## config.mk

```make
export PLATFORM = sky130hd
export DESIGN_NAME = serial_motor_command_parser_core
export DESIGN_NICKNAME = d
export VERILOG_FILES = /design/src/rtl/smcp_pkg.sv /design/src/rtl/smcp_front.sv /design/src/rtl/smcp_fifo.sv /design/src/rtl/smcp_back.sv /design/src/rtl/serial_motor_command_parser_core.sv
export SDC_FILE = /design/constraint.sdc
export NUM_CORES = 1
export LEC_CHECK = 0
export BUFFER_PORTS_ARGS = -buffer_cell sky130_fd_sc_hd__buf_2
export CAP_MARGIN = 20
export CORE_AREA = 2 2 98 100
export CTS_CLUSTER_SIZE = 16
export DETAILED_ROUTE_END_ITERATION = 8
export DIE_AREA = 0 0 100 102
export GPL_ROUTABILITY_DRIVEN = 0
export PLACE_DENSITY_LB_ADDON = 0.08
export SYNTH_ARGS = -nofsm -noshare
export SYNTH_HDL_FRONTEND = slang
export SYNTH_SLANG_ARGS = --single-unit
```

## constraint.sdc

```tcl
create_clock -name i_clk -period 3.1 [get_ports i_clk]
set_input_delay 0.155 -clock i_clk [delete_from_list [all_inputs] [get_ports i_clk]]
set_output_delay 0.155 -clock i_clk [all_outputs]
set_load 0.01 [all_outputs]
```

## src/rtl/smcp_pkg.sv

```systemverilog
package smcp_pkg;

    // Line capacity in bytes; a line keeps LINE_CAPACITY-1 bytes, CR and LF not counted.
    localparam int LINE_CAPACITY = 32;
    localparam int COUNT_W       = $clog2(LINE_CAPACITY);

    // Token queue between the front and back halves.
    localparam int QUEUE_DEPTH = 4;
    localparam int QPTR_W      = $clog2(QUEUE_DEPTH);
    localparam int QCNT_W      = $clog2(QUEUE_DEPTH + 1);

    localparam logic [7:0] CHAR_CR    = 8'h0D;
    localparam logic [7:0] CHAR_LF    = 8'h0A;
    localparam logic [7:0] CHAR_SPACE = 8'h20;
    localparam logic [7:0] CHAR_S     = 8'h53;
    localparam logic [7:0] CHAR_S_LO  = 8'h73;
    localparam logic [7:0] CHAR_P     = 8'h50;
    localparam logic [7:0] CHAR_P_LO  = 8'h70;
    localparam logic [7:0] CHAR_O     = 8'h4F;
    localparam logic [7:0] CHAR_O_LO  = 8'h6F;
    localparam logic [7:0] CHAR_0     = 8'h30;
    localparam logic [7:0] CHAR_9     = 8'h39;

    // Number accumulator saturates here, so every long number reads as out of range.
    localparam logic [8:0] ACC_SAT = 9'd256;

    typedef enum logic [2:0] {
        KIND_SET       = 3'd0,
        KIND_POWER_ON  = 3'd1,
        KIND_POWER_OFF = 3'd2,
        KIND_BAD_CH    = 3'd3,
        KIND_BAD_SP    = 3'd4,
        KIND_BAD_DIR   = 3'd5,
        KIND_NONE      = 3'd6
    } t_kind;

    // Byte classes; a zero byte falls in CLS_OTHER, and only a line feed (eol) ends the line.
    typedef enum logic [2:0] {
        CLS_SPACE,
        CLS_DIGIT,
        CLS_SET,
        CLS_PON,
        CLS_POFF,
        CLS_OTHER
    } t_cls;

    typedef struct packed {
        logic       eol;    // line feed: close the line and report
        t_cls       cls;
        logic [3:0] digit;
    } t_token;

    typedef enum logic [2:0] {
        PH_CMD,
        PH_CH_SKIP,
        PH_CH_NUM,
        PH_SP_SKIP,
        PH_SP_NUM,
        PH_DIR_SKIP,
        PH_DIR_NUM,
        PH_DONE
    } t_phase;

endpackage

```

## src/rtl/smcp_front.sv

```systemverilog
module smcp_front (
    input  logic                i_clk,
    input  logic                i_rst_n,
    input  logic                i_valid,
    input  logic [7:0]          i_rx_byte,
    input  logic                i_full,
    output logic                o_stall,
    output logic                o_push,
    output smcp_pkg::t_token    o_token
);
    import smcp_pkg::*;

    logic [COUNT_W-1:0] r_count;
    logic [COUNT_W-1:0] n_count;
    logic               accept;
    logic               room;

    assign o_stall = i_full;
    assign accept  = i_valid && !i_full;
    assign room    = (r_count < COUNT_W'(LINE_CAPACITY - 1));

    always_comb begin
        o_token.eol   = 1'b0;
        o_token.cls   = CLS_OTHER;
        o_token.digit = 4'(i_rx_byte - CHAR_0);
        unique case (i_rx_byte) inside
            CHAR_SPACE:          o_token.cls = CLS_SPACE;
            [CHAR_0:CHAR_9]:     o_token.cls = CLS_DIGIT;
            CHAR_S, CHAR_S_LO:   o_token.cls = CLS_SET;
            CHAR_P, CHAR_P_LO:   o_token.cls = CLS_PON;
            CHAR_O, CHAR_O_LO:   o_token.cls = CLS_POFF;
            default:             o_token.cls = CLS_OTHER;
        endcase

        o_push  = 1'b0;
        n_count = r_count;
        if (accept) begin
            if (i_rx_byte == CHAR_LF) begin
                o_token.eol = 1'b1;
                o_push      = 1'b1;
                n_count     = '0;
            end else if (i_rx_byte != CHAR_CR && room) begin
                o_push  = 1'b1;
                n_count = r_count + 1'b1;
            end
        end
    end

    always_ff @(posedge i_clk) begin
        if (!i_rst_n) begin
            r_count <= '0;
        end else begin
            r_count <= n_count;
        end
    end

endmodule

```

## src/rtl/smcp_fifo.sv

```systemverilog
module smcp_fifo (
    input  logic                i_clk,
    input  logic                i_rst_n,
    input  logic                i_push,
    input  smcp_pkg::t_token    i_token,
    input  logic                i_pop,
    output logic                o_full,
    output logic                o_valid,
    output smcp_pkg::t_token    o_token
);
    import smcp_pkg::*;

    t_token              r_mem [QUEUE_DEPTH];
    logic [QPTR_W-1:0]   r_wr_ptr;
    logic [QPTR_W-1:0]   r_rd_ptr;
    logic [QCNT_W-1:0]   r_cnt;

    assign o_full  = (r_cnt == QCNT_W'(QUEUE_DEPTH));
    assign o_valid = (r_cnt != '0);
    assign o_token = r_mem[r_rd_ptr];

    always_ff @(posedge i_clk) begin
        if (i_push) begin
            r_mem[r_wr_ptr] <= i_token;
        end
    end

    always_ff @(posedge i_clk) begin
        if (!i_rst_n) begin
            r_wr_ptr <= '0;
            r_rd_ptr <= '0;
            r_cnt    <= '0;
        end else begin
            if (i_push) begin
                r_wr_ptr <= r_wr_ptr + 1'b1;
            end
            if (i_pop) begin
                r_rd_ptr <= r_rd_ptr + 1'b1;
            end
            case ({i_push, i_pop})
                2'b10:   r_cnt <= r_cnt + 1'b1;
                2'b01:   r_cnt <= r_cnt - 1'b1;
                default: r_cnt <= r_cnt;
            endcase
        end
    end

endmodule

```

## src/rtl/smcp_back.sv

```systemverilog
module smcp_back (
    input  logic                i_clk,
    input  logic                i_rst_n,
    input  logic                i_tok_valid,
    input  smcp_pkg::t_token    i_token,
    output logic                o_pop,
    input  logic                i_stall,
    output logic                o_valid,
    output logic [2:0]          o_kind,
    output logic                o_channel,
    output logic [7:0]          o_speed,
    output logic                o_forward
);
    import smcp_pkg::*;

    t_phase      r_phase,   n_phase;
    logic [8:0]  r_acc,     n_acc;
    logic        r_channel, n_channel;
    logic [7:0]  r_speed,   n_speed;
    logic        r_forward, n_forward;
    t_kind       r_outcome, n_outcome;

    logic        r_out_valid;
    t_kind       r_out_kind;
    logic        r_out_channel;
    logic [7:0]  r_out_speed;
    logic        r_out_forward;

    logic [12:0] acc_next;
    logic        is_space;
    logic        is_digit;
    logic        out_free;
    logic        pop_eol;

    assign is_space = (i_token.cls == CLS_SPACE);
    assign is_digit = (i_token.cls == CLS_DIGIT);
    assign acc_next = 13'(r_acc) * 13'd10 + 13'(i_token.digit);
    assign out_free = !r_out_valid || !i_stall;
    assign o_pop    = i_tok_valid && (!i_token.eol || out_free);
    assign pop_eol  = o_pop && i_token.eol;

    // Parse step; a line feed steps as a terminating non-digit before the report.
    always_comb begin
        n_phase   = r_phase;
        n_acc     = r_acc;
        n_channel = r_channel;
        n_speed   = r_speed;
        n_forward = r_forward;
        n_outcome = r_outcome;
        unique case (r_phase)
            PH_CMD: begin
                n_phase = PH_DONE;
                if (i_token.cls == CLS_SET) begin
                    n_phase = PH_CH_SKIP;
                end else if (i_token.cls == CLS_PON) begin
                    n_outcome = KIND_POWER_ON;
                end else if (i_token.cls == CLS_POFF) begin
                    n_outcome = KIND_POWER_OFF;
                end else begin
                    n_outcome = KIND_NONE;
                end
            end
            PH_CH_SKIP: begin
                if (is_digit) begin
                    n_acc   = 9'(i_token.digit);
                    n_phase = PH_CH_NUM;
                end else if (!is_space) begin
                    n_outcome = KIND_BAD_CH;
                    n_phase   = PH_DONE;
                end
            end
            PH_SP_SKIP: begin
                if (is_digit) begin
                    n_acc   = 9'(i_token.digit);
                    n_phase = PH_SP_NUM;
                end else if (!is_space) begin
                    n_outcome = KIND_BAD_SP;
                    n_phase   = PH_DONE;
                end
            end
            PH_DIR_SKIP: begin
                if (is_digit) begin
                    n_acc   = 9'(i_token.digit);
                    n_phase = PH_DIR_NUM;
                end else if (!is_space) begin
                    n_outcome = KIND_BAD_DIR;
                    n_phase   = PH_DONE;
                end
            end
            PH_CH_NUM: begin
                if (is_digit) begin
                    n_acc = (acc_next > 13'(ACC_SAT)) ? ACC_SAT : acc_next[8:0];
                end else if (r_acc > 9'd1) begin
                    n_outcome = KIND_BAD_CH;
                    n_phase   = PH_DONE;
                end else begin
                    // Channel closed; the same byte opens the speed field.
                    n_channel = r_acc[0];
                    if (is_space) begin
                        n_phase = PH_SP_SKIP;
                    end else begin
                        n_outcome = KIND_BAD_SP;
                        n_phase   = PH_DONE;
                    end
                end
            end
            PH_SP_NUM: begin
                if (is_digit) begin
                    n_acc = (acc_next > 13'(ACC_SAT)) ? ACC_SAT : acc_next[8:0];
                end else if (r_acc[8]) begin
                    n_outcome = KIND_BAD_SP;
                    n_phase   = PH_DONE;
                end else begin
                    n_speed = r_acc[7:0];
                    if (is_space) begin
                        n_phase = PH_DIR_SKIP;
                    end else begin
                        n_outcome = KIND_BAD_DIR;
                        n_phase   = PH_DONE;
                    end
                end
            end
            PH_DIR_NUM: begin
                if (is_digit) begin
                    n_acc = (acc_next > 13'(ACC_SAT)) ? ACC_SAT : acc_next[8:0];
                end else if (r_acc > 9'd1) begin
                    n_outcome = KIND_BAD_DIR;
                    n_phase   = PH_DONE;
                end else begin
                    n_forward = r_acc[0];
                    n_outcome = KIND_SET;
                    n_phase   = PH_DONE;
                end
            end
            PH_DONE: ;
            default: ;
        endcase
    end

    always_ff @(posedge i_clk) begin
        if (!i_rst_n || pop_eol) begin
            r_phase   <= PH_CMD;
            r_acc     <= '0;
            r_channel <= 1'b0;
            r_speed   <= '0;
            r_forward <= 1'b0;
            r_outcome <= KIND_NONE;
        end else if (o_pop) begin
            r_phase   <= n_phase;
            r_acc     <= n_acc;
            r_channel <= n_channel;
            r_speed   <= n_speed;
            r_forward <= n_forward;
            r_outcome <= n_outcome;
        end
    end

    always_ff @(posedge i_clk) begin
        if (!i_rst_n) begin
            r_out_valid <= 1'b0;
        end else if (pop_eol) begin
            r_out_valid <= 1'b1;
        end else if (!i_stall) begin
            r_out_valid <= 1'b0;
        end
    end

    always_ff @(posedge i_clk) begin
        if (pop_eol) begin
            r_out_kind    <= n_outcome;
            r_out_channel <= (n_outcome == KIND_SET) ? n_channel : 1'b0;
            r_out_speed   <= (n_outcome == KIND_SET) ? n_speed   : 8'd0;
            r_out_forward <= (n_outcome == KIND_SET) ? n_forward : 1'b0;
        end
    end

    assign o_valid   = r_out_valid;
    assign o_kind    = r_out_kind;
    assign o_channel = r_out_channel;
    assign o_speed   = r_out_speed;
    assign o_forward = r_out_forward;

endmodule

```

## src/rtl/serial_motor_command_parser_core.sv

```systemverilog
// Serial motor command parser.
// Input channel: one received character per request on i_rx_byte, taken at
// a rising edge with i_valid high and o_stall low. CR is dropped, LF closes
// the line, bytes past the line capacity are dropped until the next LF.
// Output channel: one report per line, o_kind/o_channel/o_speed/o_forward,
// taken at an edge with o_valid high and i_stall low. Channel, speed and
// forward read zero unless the kind is a set command.
// Throughput: one byte per cycle while o_stall is low. The front classifies
// each byte in the cycle it is taken and writes a token into a four-entry
// queue; the back runs the parse state machine at one token per cycle,
// except that an LF token waits while a report is held. The LF token goes
// through the queue to the back, which registers the report onto o_valid.
// Stall: a held report keeps the back from taking the next LF token, but
// plain bytes keep flowing; o_stall rises only once the queue fills.
// Reset (synchronous, active low): the queue empties, the parser waits for
// a command letter and no report is pending.
module serial_motor_command_parser_core (
    input  logic        i_clk,
    input  logic        i_rst_n,
    input  logic        i_valid,
    output logic        o_stall,
    input  logic [7:0]  i_rx_byte,
    output logic        o_valid,
    input  logic        i_stall,
    output logic [2:0]  o_kind,
    output logic        o_channel,
    output logic [7:0]  o_speed,
    output logic        o_forward
);
    import smcp_pkg::*;

    t_token push_token;
    t_token head_token;
    logic   push;
    logic   pop;
    logic   full;
    logic   head_valid;

    // Classify each byte and track the line length.
    smcp_front u_front (
        .i_clk     (i_clk),
        .i_rst_n   (i_rst_n),
        .i_valid   (i_valid),
        .i_rx_byte (i_rx_byte),
        .i_full    (full),
        .o_stall   (o_stall),
        .o_push    (push),
        .o_token   (push_token)
    );

    // Decouple byte intake from the report side.
    smcp_fifo u_fifo (
        .i_clk   (i_clk),
        .i_rst_n (i_rst_n),
        .i_push  (push),
        .i_token (push_token),
        .i_pop   (pop),
        .o_full  (full),
        .o_valid (head_valid),
        .o_token (head_token)
    );

    // Parse tokens and hold the report in the output register.
    smcp_back u_back (
        .i_clk       (i_clk),
        .i_rst_n     (i_rst_n),
        .i_tok_valid (head_valid),
        .i_token     (head_token),
        .o_pop       (pop),
        .i_stall     (i_stall),
        .o_valid     (o_valid),
        .o_kind      (o_kind),
        .o_channel   (o_channel),
        .o_speed     (o_speed),
        .o_forward   (o_forward)
    );

endmodule
```

==> results of run 1 <==
-- power by group through the flow --
stage,combinational [mW],sequential (mW),clock (mW)
2_1_floorplan,1.44,1.53,0
3_5_place_dp,1.92,1.55,0
3_3_place_gp,1.89,1.54,0
4_1_cts,1.93,1.52,0.875
6_report,1.94,1.52,0.862
5_1_grt,2.15,1.55,0.926
-- final cells by class --
class                      count  area, sq um  area share [%]
clock buffer                  14          185            3.37
clock inverter                 2         38.8           0.705
inverter                      25         93.8            1.71
multi-input combinational    353         2570            46.8
sequential                    85         2150            39.2
tap                          111          139            2.53
timing repair buffer          51          318            5.78
-- cells in the mapped netlist (2+ instances only) --
cell type / n / area share (%)
nor4_1: 3 / 0.38
ha_1: 23 / 5.9
a211oi_1: 2 / 0.31
o2111ai_1: 2 / 0.36
inv_1: 25 / 1.9
o21ai_0: 26 / 2.7
a21oi_1: 32 / 3.3
a21boi_0: 6 / 0.92
buf_2: 3 / 0.31
or2b_2: 3 / 0.54
nor2b_1: 3 / 0.38
nand4_1: 13 / 1.7
dfxtp_1: 40 / 16
nand3_1: 12 / 1.2
edfxtp_1: 45 / 28
nor3_1: 10 / 1.0
o211ai_1: 4 / 0.61
mux4_1: 5 / 2.7
nand2b_1: 4 / 0.51
mux4_2: 3 / 1.4
or4_1: 3 / 0.46
nor3b_1: 4 / 0.61
or2_2: 6 / 0.77
buf_6: 4 / 0.92
nand2_1: 38 / 2.9
o22ai_1: 3 / 0.38
or2_1: 2 / 0.26
and2_1: 14 / 1.8
clkbuf_1: 7 / 0.54
xnor2_1: 12 / 2.1
nor4bb_1: 2 / 0.41
buf_1: 2 / 0.15
a31oi_1: 2 / 0.26
and3_1: 4 / 0.51
nor2_1: 47 / 3.6
fa_1: 3 / 1.2
o2bb2ai_1: 2 / 0.36
a211o_1: 2 / 0.36
or3_1: 5 / 0.64
xor2_1: 6 / 1.1
buf_4: 4 / 0.61
mux2i_1: 18 / 3.7
nand3b_1: 2 / 0.31
-- cells in the final DEF, fill, tap and decap left out, types with 4 or more instances in the layout --
cell type  netlist  layout
buf_2            3      26
nor3_1          10      10
edfxtp_1        45      45
mux2i_1         18      18
dfxtp_1         40      39
nand3_1         12      12
xor2_1           6       6
nand2_1         38      37
clkbuf_8         0       9
nor2_1          47      47
ha_1            23      23
and2_1          14      14
a21boi_0         6       6
o211ai_1         4       4
xnor2_1         12      12
inv_1           25      25
buf_4            4      25
nor3b_1          4       4
a21oi_1         32      32
and3_1           4       4
nand2b_1         4       4
nand4_1         13      13
mux4_1           5       5
or3_1            5       5
or2_2            6       6
o21ai_0         26      25
-- what timing repair did --
action	in CTS	in global routing
pin swaps	0	4
gates resized for setup	1	7
setup endpoints to repair	7	8
cloned	0	0
-- worst min path at each step --
stage                     cells after the start          from                  to  slack, ps
after detailed placement                      1  i_rx_byte[3]  u_fifo.r_mem[1][3]        440
after global routing                          1  i_rx_byte[3]  u_fifo.r_mem[2][3]         80
final                                         1  i_rx_byte[3]  u_fifo.r_mem[0][3]         70
after global placement                        1  i_rx_byte[3]  u_fifo.r_mem[0][3]        430
after CTS                                     1  i_rx_byte[3]  u_fifo.r_mem[1][3]         70
after floorplan                               0  i_rx_byte[0]  u_fifo.r_mem[0][0]        250
-- per-layer routing --
metal,routed length [um],track usage [%],up-vias
li1,-,-,1854
met1,4490,25.9,1729
met2,4970,36.9,104
met3,440,3.28,21
met4,180,9.69,0
met5,0,0,-
-- cell families (layout without fill, tap and decap cells) --
family                     after synthesis  in the layout  share of synthesized area (%)
buffers and inverters                   45             92                           4.45
DFF                                     85             85                           44.0
AOI/OAI and AO/OA                       97             97                           12.8
and+or+nand+nor                        184            184                           20.0
xor gates and xnor gates                19             19                           3.68
adders and majority gates               26             26                           7.11
muxes                                   27             27                           7.98
-- registers in the layout, indices dropped and copies added, names as in the netlist, named ones only --
name / flops
u_fifo.r_mem: 32
u_back.r_acc: 9
u_back.o_speed: 8
u_back.r_speed: 8
u_front.r_count: 5
u_back.o_kind: 3
u_back.r_outcome: 3
u_back.r_phase: 3
u_fifo.r_cnt: 3
u_fifo.r_rd_ptr: 2
u_fifo.r_wr_ptr: 2
u_back.o_channel: 1
u_back.o_forward: 1
u_back.o_valid: 1
u_back.r_channel: 1
u_back.r_forward: 1
-- through the flow --
| step | cells | TNS, ps |
|---|---|---|
| 6_report | 641 | 0 |
| 5_1_grt | 641 | -155 |
| 4_1_cts | 641 | 0 |
| 3_5_place_dp | 625 | -3.10 |
| 3_3_place_gp | 625 | 0 |
| 2_1_floorplan | 483 | 0 |
==> out/metrics.yaml, run 1 <==
status: "finished, final reports clean"
critPathMostFrequentCell: "buf_4"
postSynthAreaPerCell_sq_um: 10.1
holdWs_ps: 73.6
drt_iter0_drc: 157
diodes: 0
area_growth_pct: 12.4
ys_types: 70
pwr-share-comb_pct: 44.8
p_total_mw: 4.32
post-place-ws_ps: -3.10
cp-end-kind: "flop"
post_cts_buffers: 0
slowest_stage: "mux4_1"
via_per_inst: 5.78
synth-seq-cells: 85
core-area_sq_um: 9110
ys.flop_type: "edfxtp_1"
die_height_um: 102
fillers: 789
setup_viol: 0
synth_cells: 483
critPathMaxStageDelay_ps: 570
dpl-instance-area_sq_um: 5230
port_buffers: 26
drive_gt1_share_pct: 18.3
hold_viol_final: 0
die_x_um: 100
cp.depth: 11
crit_path_end: "u_back.r_acc[5]"
vias: 3708
reg2reg_depth: 11
worstReg2RegEnd: "u_back.r_acc[5]"
drtPass1Iterations: 4
async_flop_share_pct: 0
antenna_found_initial: 0
cts_root_buffer: "clkbuf_8"
p_sw_share_pct: 37.8
slew_violations: 0
path_max_fanout: 6
initial_utilization_pct: 53.7
drc_errors: 0
post-route-min-period_ps: 2910
first_global_vias: 3685
die_area_sq_um: 10200
cts_max_level: 3
drv_cap: 0
arrival_ps: 3140
rows: 35
p_leak_nw: 2.17
p_int_mw: 2.69
wl_per_cell_um: 15.7
path_class: "reg -> reg"
cp.required_ps: 3330
clockPowerShare_pct: 19.9
slew_headroom_pct: 65.9
clock_path_buffers: 2
cp_top_family: "simple AND/OR/NAND/NOR gates"
clk_pin_slew_worst_paths_ps: 80
path_cells: "buf_4, mux4_1, buf_4, ha_1, a211o_1, o2111ai_4, nor4_2, xor2_1, nand2_2, nand4_1, a21oi_1"
hpwl_um: 7450
drt-total-wl_um: 10100
synth-edff-count: 45
final_net_count: 563
worst_pin_slew_ps: 508
r2r_setup_slack_ps: 190
cts_inserted_buffers: 9
final_core_util_pct: 60.4
hp-class: "in -> reg"
grt_pass1_wl_um: 17000
skew_ps: 8.03
min_period_over_period_pct: 93.8
max_freq_mhz: 344
ant_nets: 0
grt_use_total_pct: 21.1
yosysSeqAreaShare_pct: 44.0
powerDensity_nw_per_um2: 786
synth_area_sq_um: 4890
gr-total-overflow: 0
pwr-share-seq_pct: 35.2
ys_warn_count: 0
start_kind: "flop"
io_pins: 27
cts_sinks: 85
hold_buffers: 0
cts_tree: "yes"
worstSkewPairLatency_ps: 350
worst_slack_ps: 191
grt_max_degree: 20
syn_nets: 521
cp_num_buf_inv: 2
p_sw_mw: 1.64
vdd_drop_max_mv: 0.318
stdcell_area_sq_um: 5500
Power figures use the tool's default switching activity.
==> run 2: changes to the inputs <==
Settings changed: BUFFER_PORTS_ARGS -buffer_cell sky130_fd_sc_hd__buf_2 to -buffer_cell sky130_fd_sc_hd__clkbuf_2.
==> run 2 against run 1 <==
- global-route usage down 0.28 points
- total power down 3.0%
- clock skew up 4.9 ps
- sequential share of layout area up 0.31 points
- non-clock buffer count up 1
- die area unchanged
- sequential power about the same
- clock power down 12%
==> out/metrics.yaml, run 2 (same netlist as run 1, synthesis figures left out) <==
die_area_sq_um: 10200  # unchanged
min_period_over_period_pct: 95.1  # +1.3 points
cts_sinks: 85  # unchanged
reg2reg_depth: 11  # unchanged
grt_use_total_pct: 20.8  # -0.28 points
path_cells: "buf_4, mux4_1, buf_4, ha_1, a211o_1, o2111ai_2, nor4_2, xor2_1, nand2_2, nand4_1, a31oi_1"
first_global_vias: 3640  # -1.2%
ff_latch_area_sq_um: 2150  # about the same
final_core_util_pct: 59.9  # -0.44 points
critPathMostFrequentCell: "buf_4"
fin_cells: 642  # +0.16%
powerDensity_nw_per_um2: 768  # -2.3%
largest_reg_flops: 32  # unchanged
cts_inserted_buffers: 9  # unchanged
worst_pin_slew_ps: 503  # -4.98 ps
hpwl_um: 7400  # -0.58%
cp.required_ps: 3350  # +20 ps
status: "finished, final reports clean"
drive_gt1_share_pct: 18.8  # +0.53 points
drv_cap: 0  # unchanged
min_path_cells: 3  # +2
grt_max_degree: 20  # unchanged
setup_viol: 0  # unchanged
dp.cells: 625  # unchanged
top_regs: "u_fifo.r_mem: 32 flops, u_back.r_acc: 9 flops"
gr-total-overflow: 0  # unchanged
hold_buffers: 0  # unchanged
holdWs_ps: 54.8  # -18.8 ps
area_growth_pct: 11.6
vias: 3653  # -1.5%
final_net_count: 564  # +0.18%
skew_ps: 12.9  # +4.88 ps
slowest_stage: "mux4_1"
worstReg2RegEnd: "u_back.r_acc[3]"
clk_pin_slew_worst_paths_ps: 90  # about the same
wl_per_cell_um: 15.4  # -2.2%
multi_input_area_sq_um: 2550  # -0.73%
core-area_sq_um: 9110  # unchanged
arrival_ps: 3200  # +60 ps
drc_errors: 0  # unchanged
die_height_um: 102  # unchanged
die_x_um: 100  # unchanged
cts_max_level: 3  # unchanged
p_leak_nw: 2.16  # -0.67%
antenna_found_initial: 0  # unchanged
worstSkewPairLatency_ps: 350  # about the same
cts_tree: "yes"
path_class: "reg -> reg"
fin_setup_tns_ps: 0  # unchanged
via_per_inst: 5.69  # -1.6%
post-place-ws_ps: -5.80  # -2.70 ps
max_freq_mhz: 339  # -1.3%
holdCritStartpoint: "i_stall"
slew_violations: 0  # unchanged
path_max_fanout: 6  # unchanged
start_kind: "flop"
worst_slack_ps: 151  # -39.5 ps
slew_headroom_pct: 66.4  # +0.41 points
ant_nets: 0  # unchanged
drt-total-wl_um: 9870  # -2.0%
fillers: 813  # +3.0%
port_buffers: 26  # unchanged
drtPass1Iterations: 5  # +1
mostFrequentLayoutCells: "nor2_1, edfxtp_1, dfxtp_1"
r2r_setup_slack_ps: 150  # -40 ps
io_pins: 27  # unchanged
layout_commonest_cell: "nor2_1"
initial_utilization_pct: 53.7  # unchanged
cts_root_buffer: "clkbuf_8"
grt_pass1_wl_um: 16800  # -1.3%
vdd_drop_max_mv: 0.302  # -5.0%
post-route-min-period_ps: 2950  # +39.5 ps
hold_path_end: "u_back.o_valid"
hold_viol_final: 0  # unchanged
cp-end-kind: "flop"
top_register: "u_fifo.r_mem"
hp-class: "in -> reg"
critPathMaxStageDelay_ps: 580  # about the same
rows: 35  # unchanged
clock_path_buffers: 2  # unchanged
diodes: 0  # unchanged
drt_iter0_drc: 171  # +8.9%
[run 2: layout make-up]
| type | count | share of cell area (%) |
|---|---|---|
| well taps | 111 | 2.54 |
| multi-input cells | 353 | 46.8 |
| clock buffers | 12 | 3.05 |
| repair buffers | 52 | 5.96 |
| inverters | 25 | 1.72 |
| clock inverters | 4 | 0.504 |
| flip-flops and latches | 85 | 39.5 |
[run 2: power by group]
part	internal [mW]	leakage [nW]	switching, mW	total, mW
clock network	0.363	0.0918	0.396	0.758
logic	0.810	1.33	1.10	1.91
registers	1.41	0.736	0.121	1.53
[run 2: timing repair]
item                       in CTS  in global routing
gates resized for setup         1                  7
setup endpoints to repair       7                  8
pin swaps                       0                  3
hold endpoints to repair        0                  0
setup buffers                   0                  1
[run 2: worst max path at each step]
| stage | start | end | slack (ps) | depth (start not counted) |
|---|---|---|---|---|
| global placement | flop | u_back.r_acc[5] | 80 | 11 |
| CTS | flop | u_back.r_acc[3] | 50 | 11 |
| detailed placement | flop | u_back.r_acc[3] | -6 | 11 |
| global route | flop | u_back.r_acc[0] | -50 | 11 |
| floorplan | flop | u_back.r_acc[8] | 120 | 11 |
| finish | flop | u_back.r_acc[3] | 150 | 11 |
[run 2: stage by stage]
step                power, mW  instance area (sq um)
finish                   4.19                   5460
global route             4.50                   5460
CTS                      4.21                   5440
detailed placement       3.45                   5230
global placement         3.43                   5230
floorplan                2.97                   4900
[run 2: worst max-delay path: cells and delay by family, from the launching register on]
kind                     cells  cell delay (ps)
flip-flops                   1              370
AO/OA/AOI/OAI                3              390
AND/OR/NAND/NOR              3              630
buffers and inverters        2              290
XOR/XNOR                     1              330
adder cells (fa/ha/maj)      1              260
multiplexers                 1              580
[run 2: layer usage]
layer / GRT usage [%] / up-vias / routed length (um) / share of wire [%]
met5: 0 / - / 0 / 0
met4: 9.06 / 0 / 179 / 1.8
met3: 3.28 / 19 / 390 / 4.0
met2: 36.6 / 91 / 4800 / 49
met1: 25.6 / 1699 / 4500 / 46
li1: - / 1844 / - / -
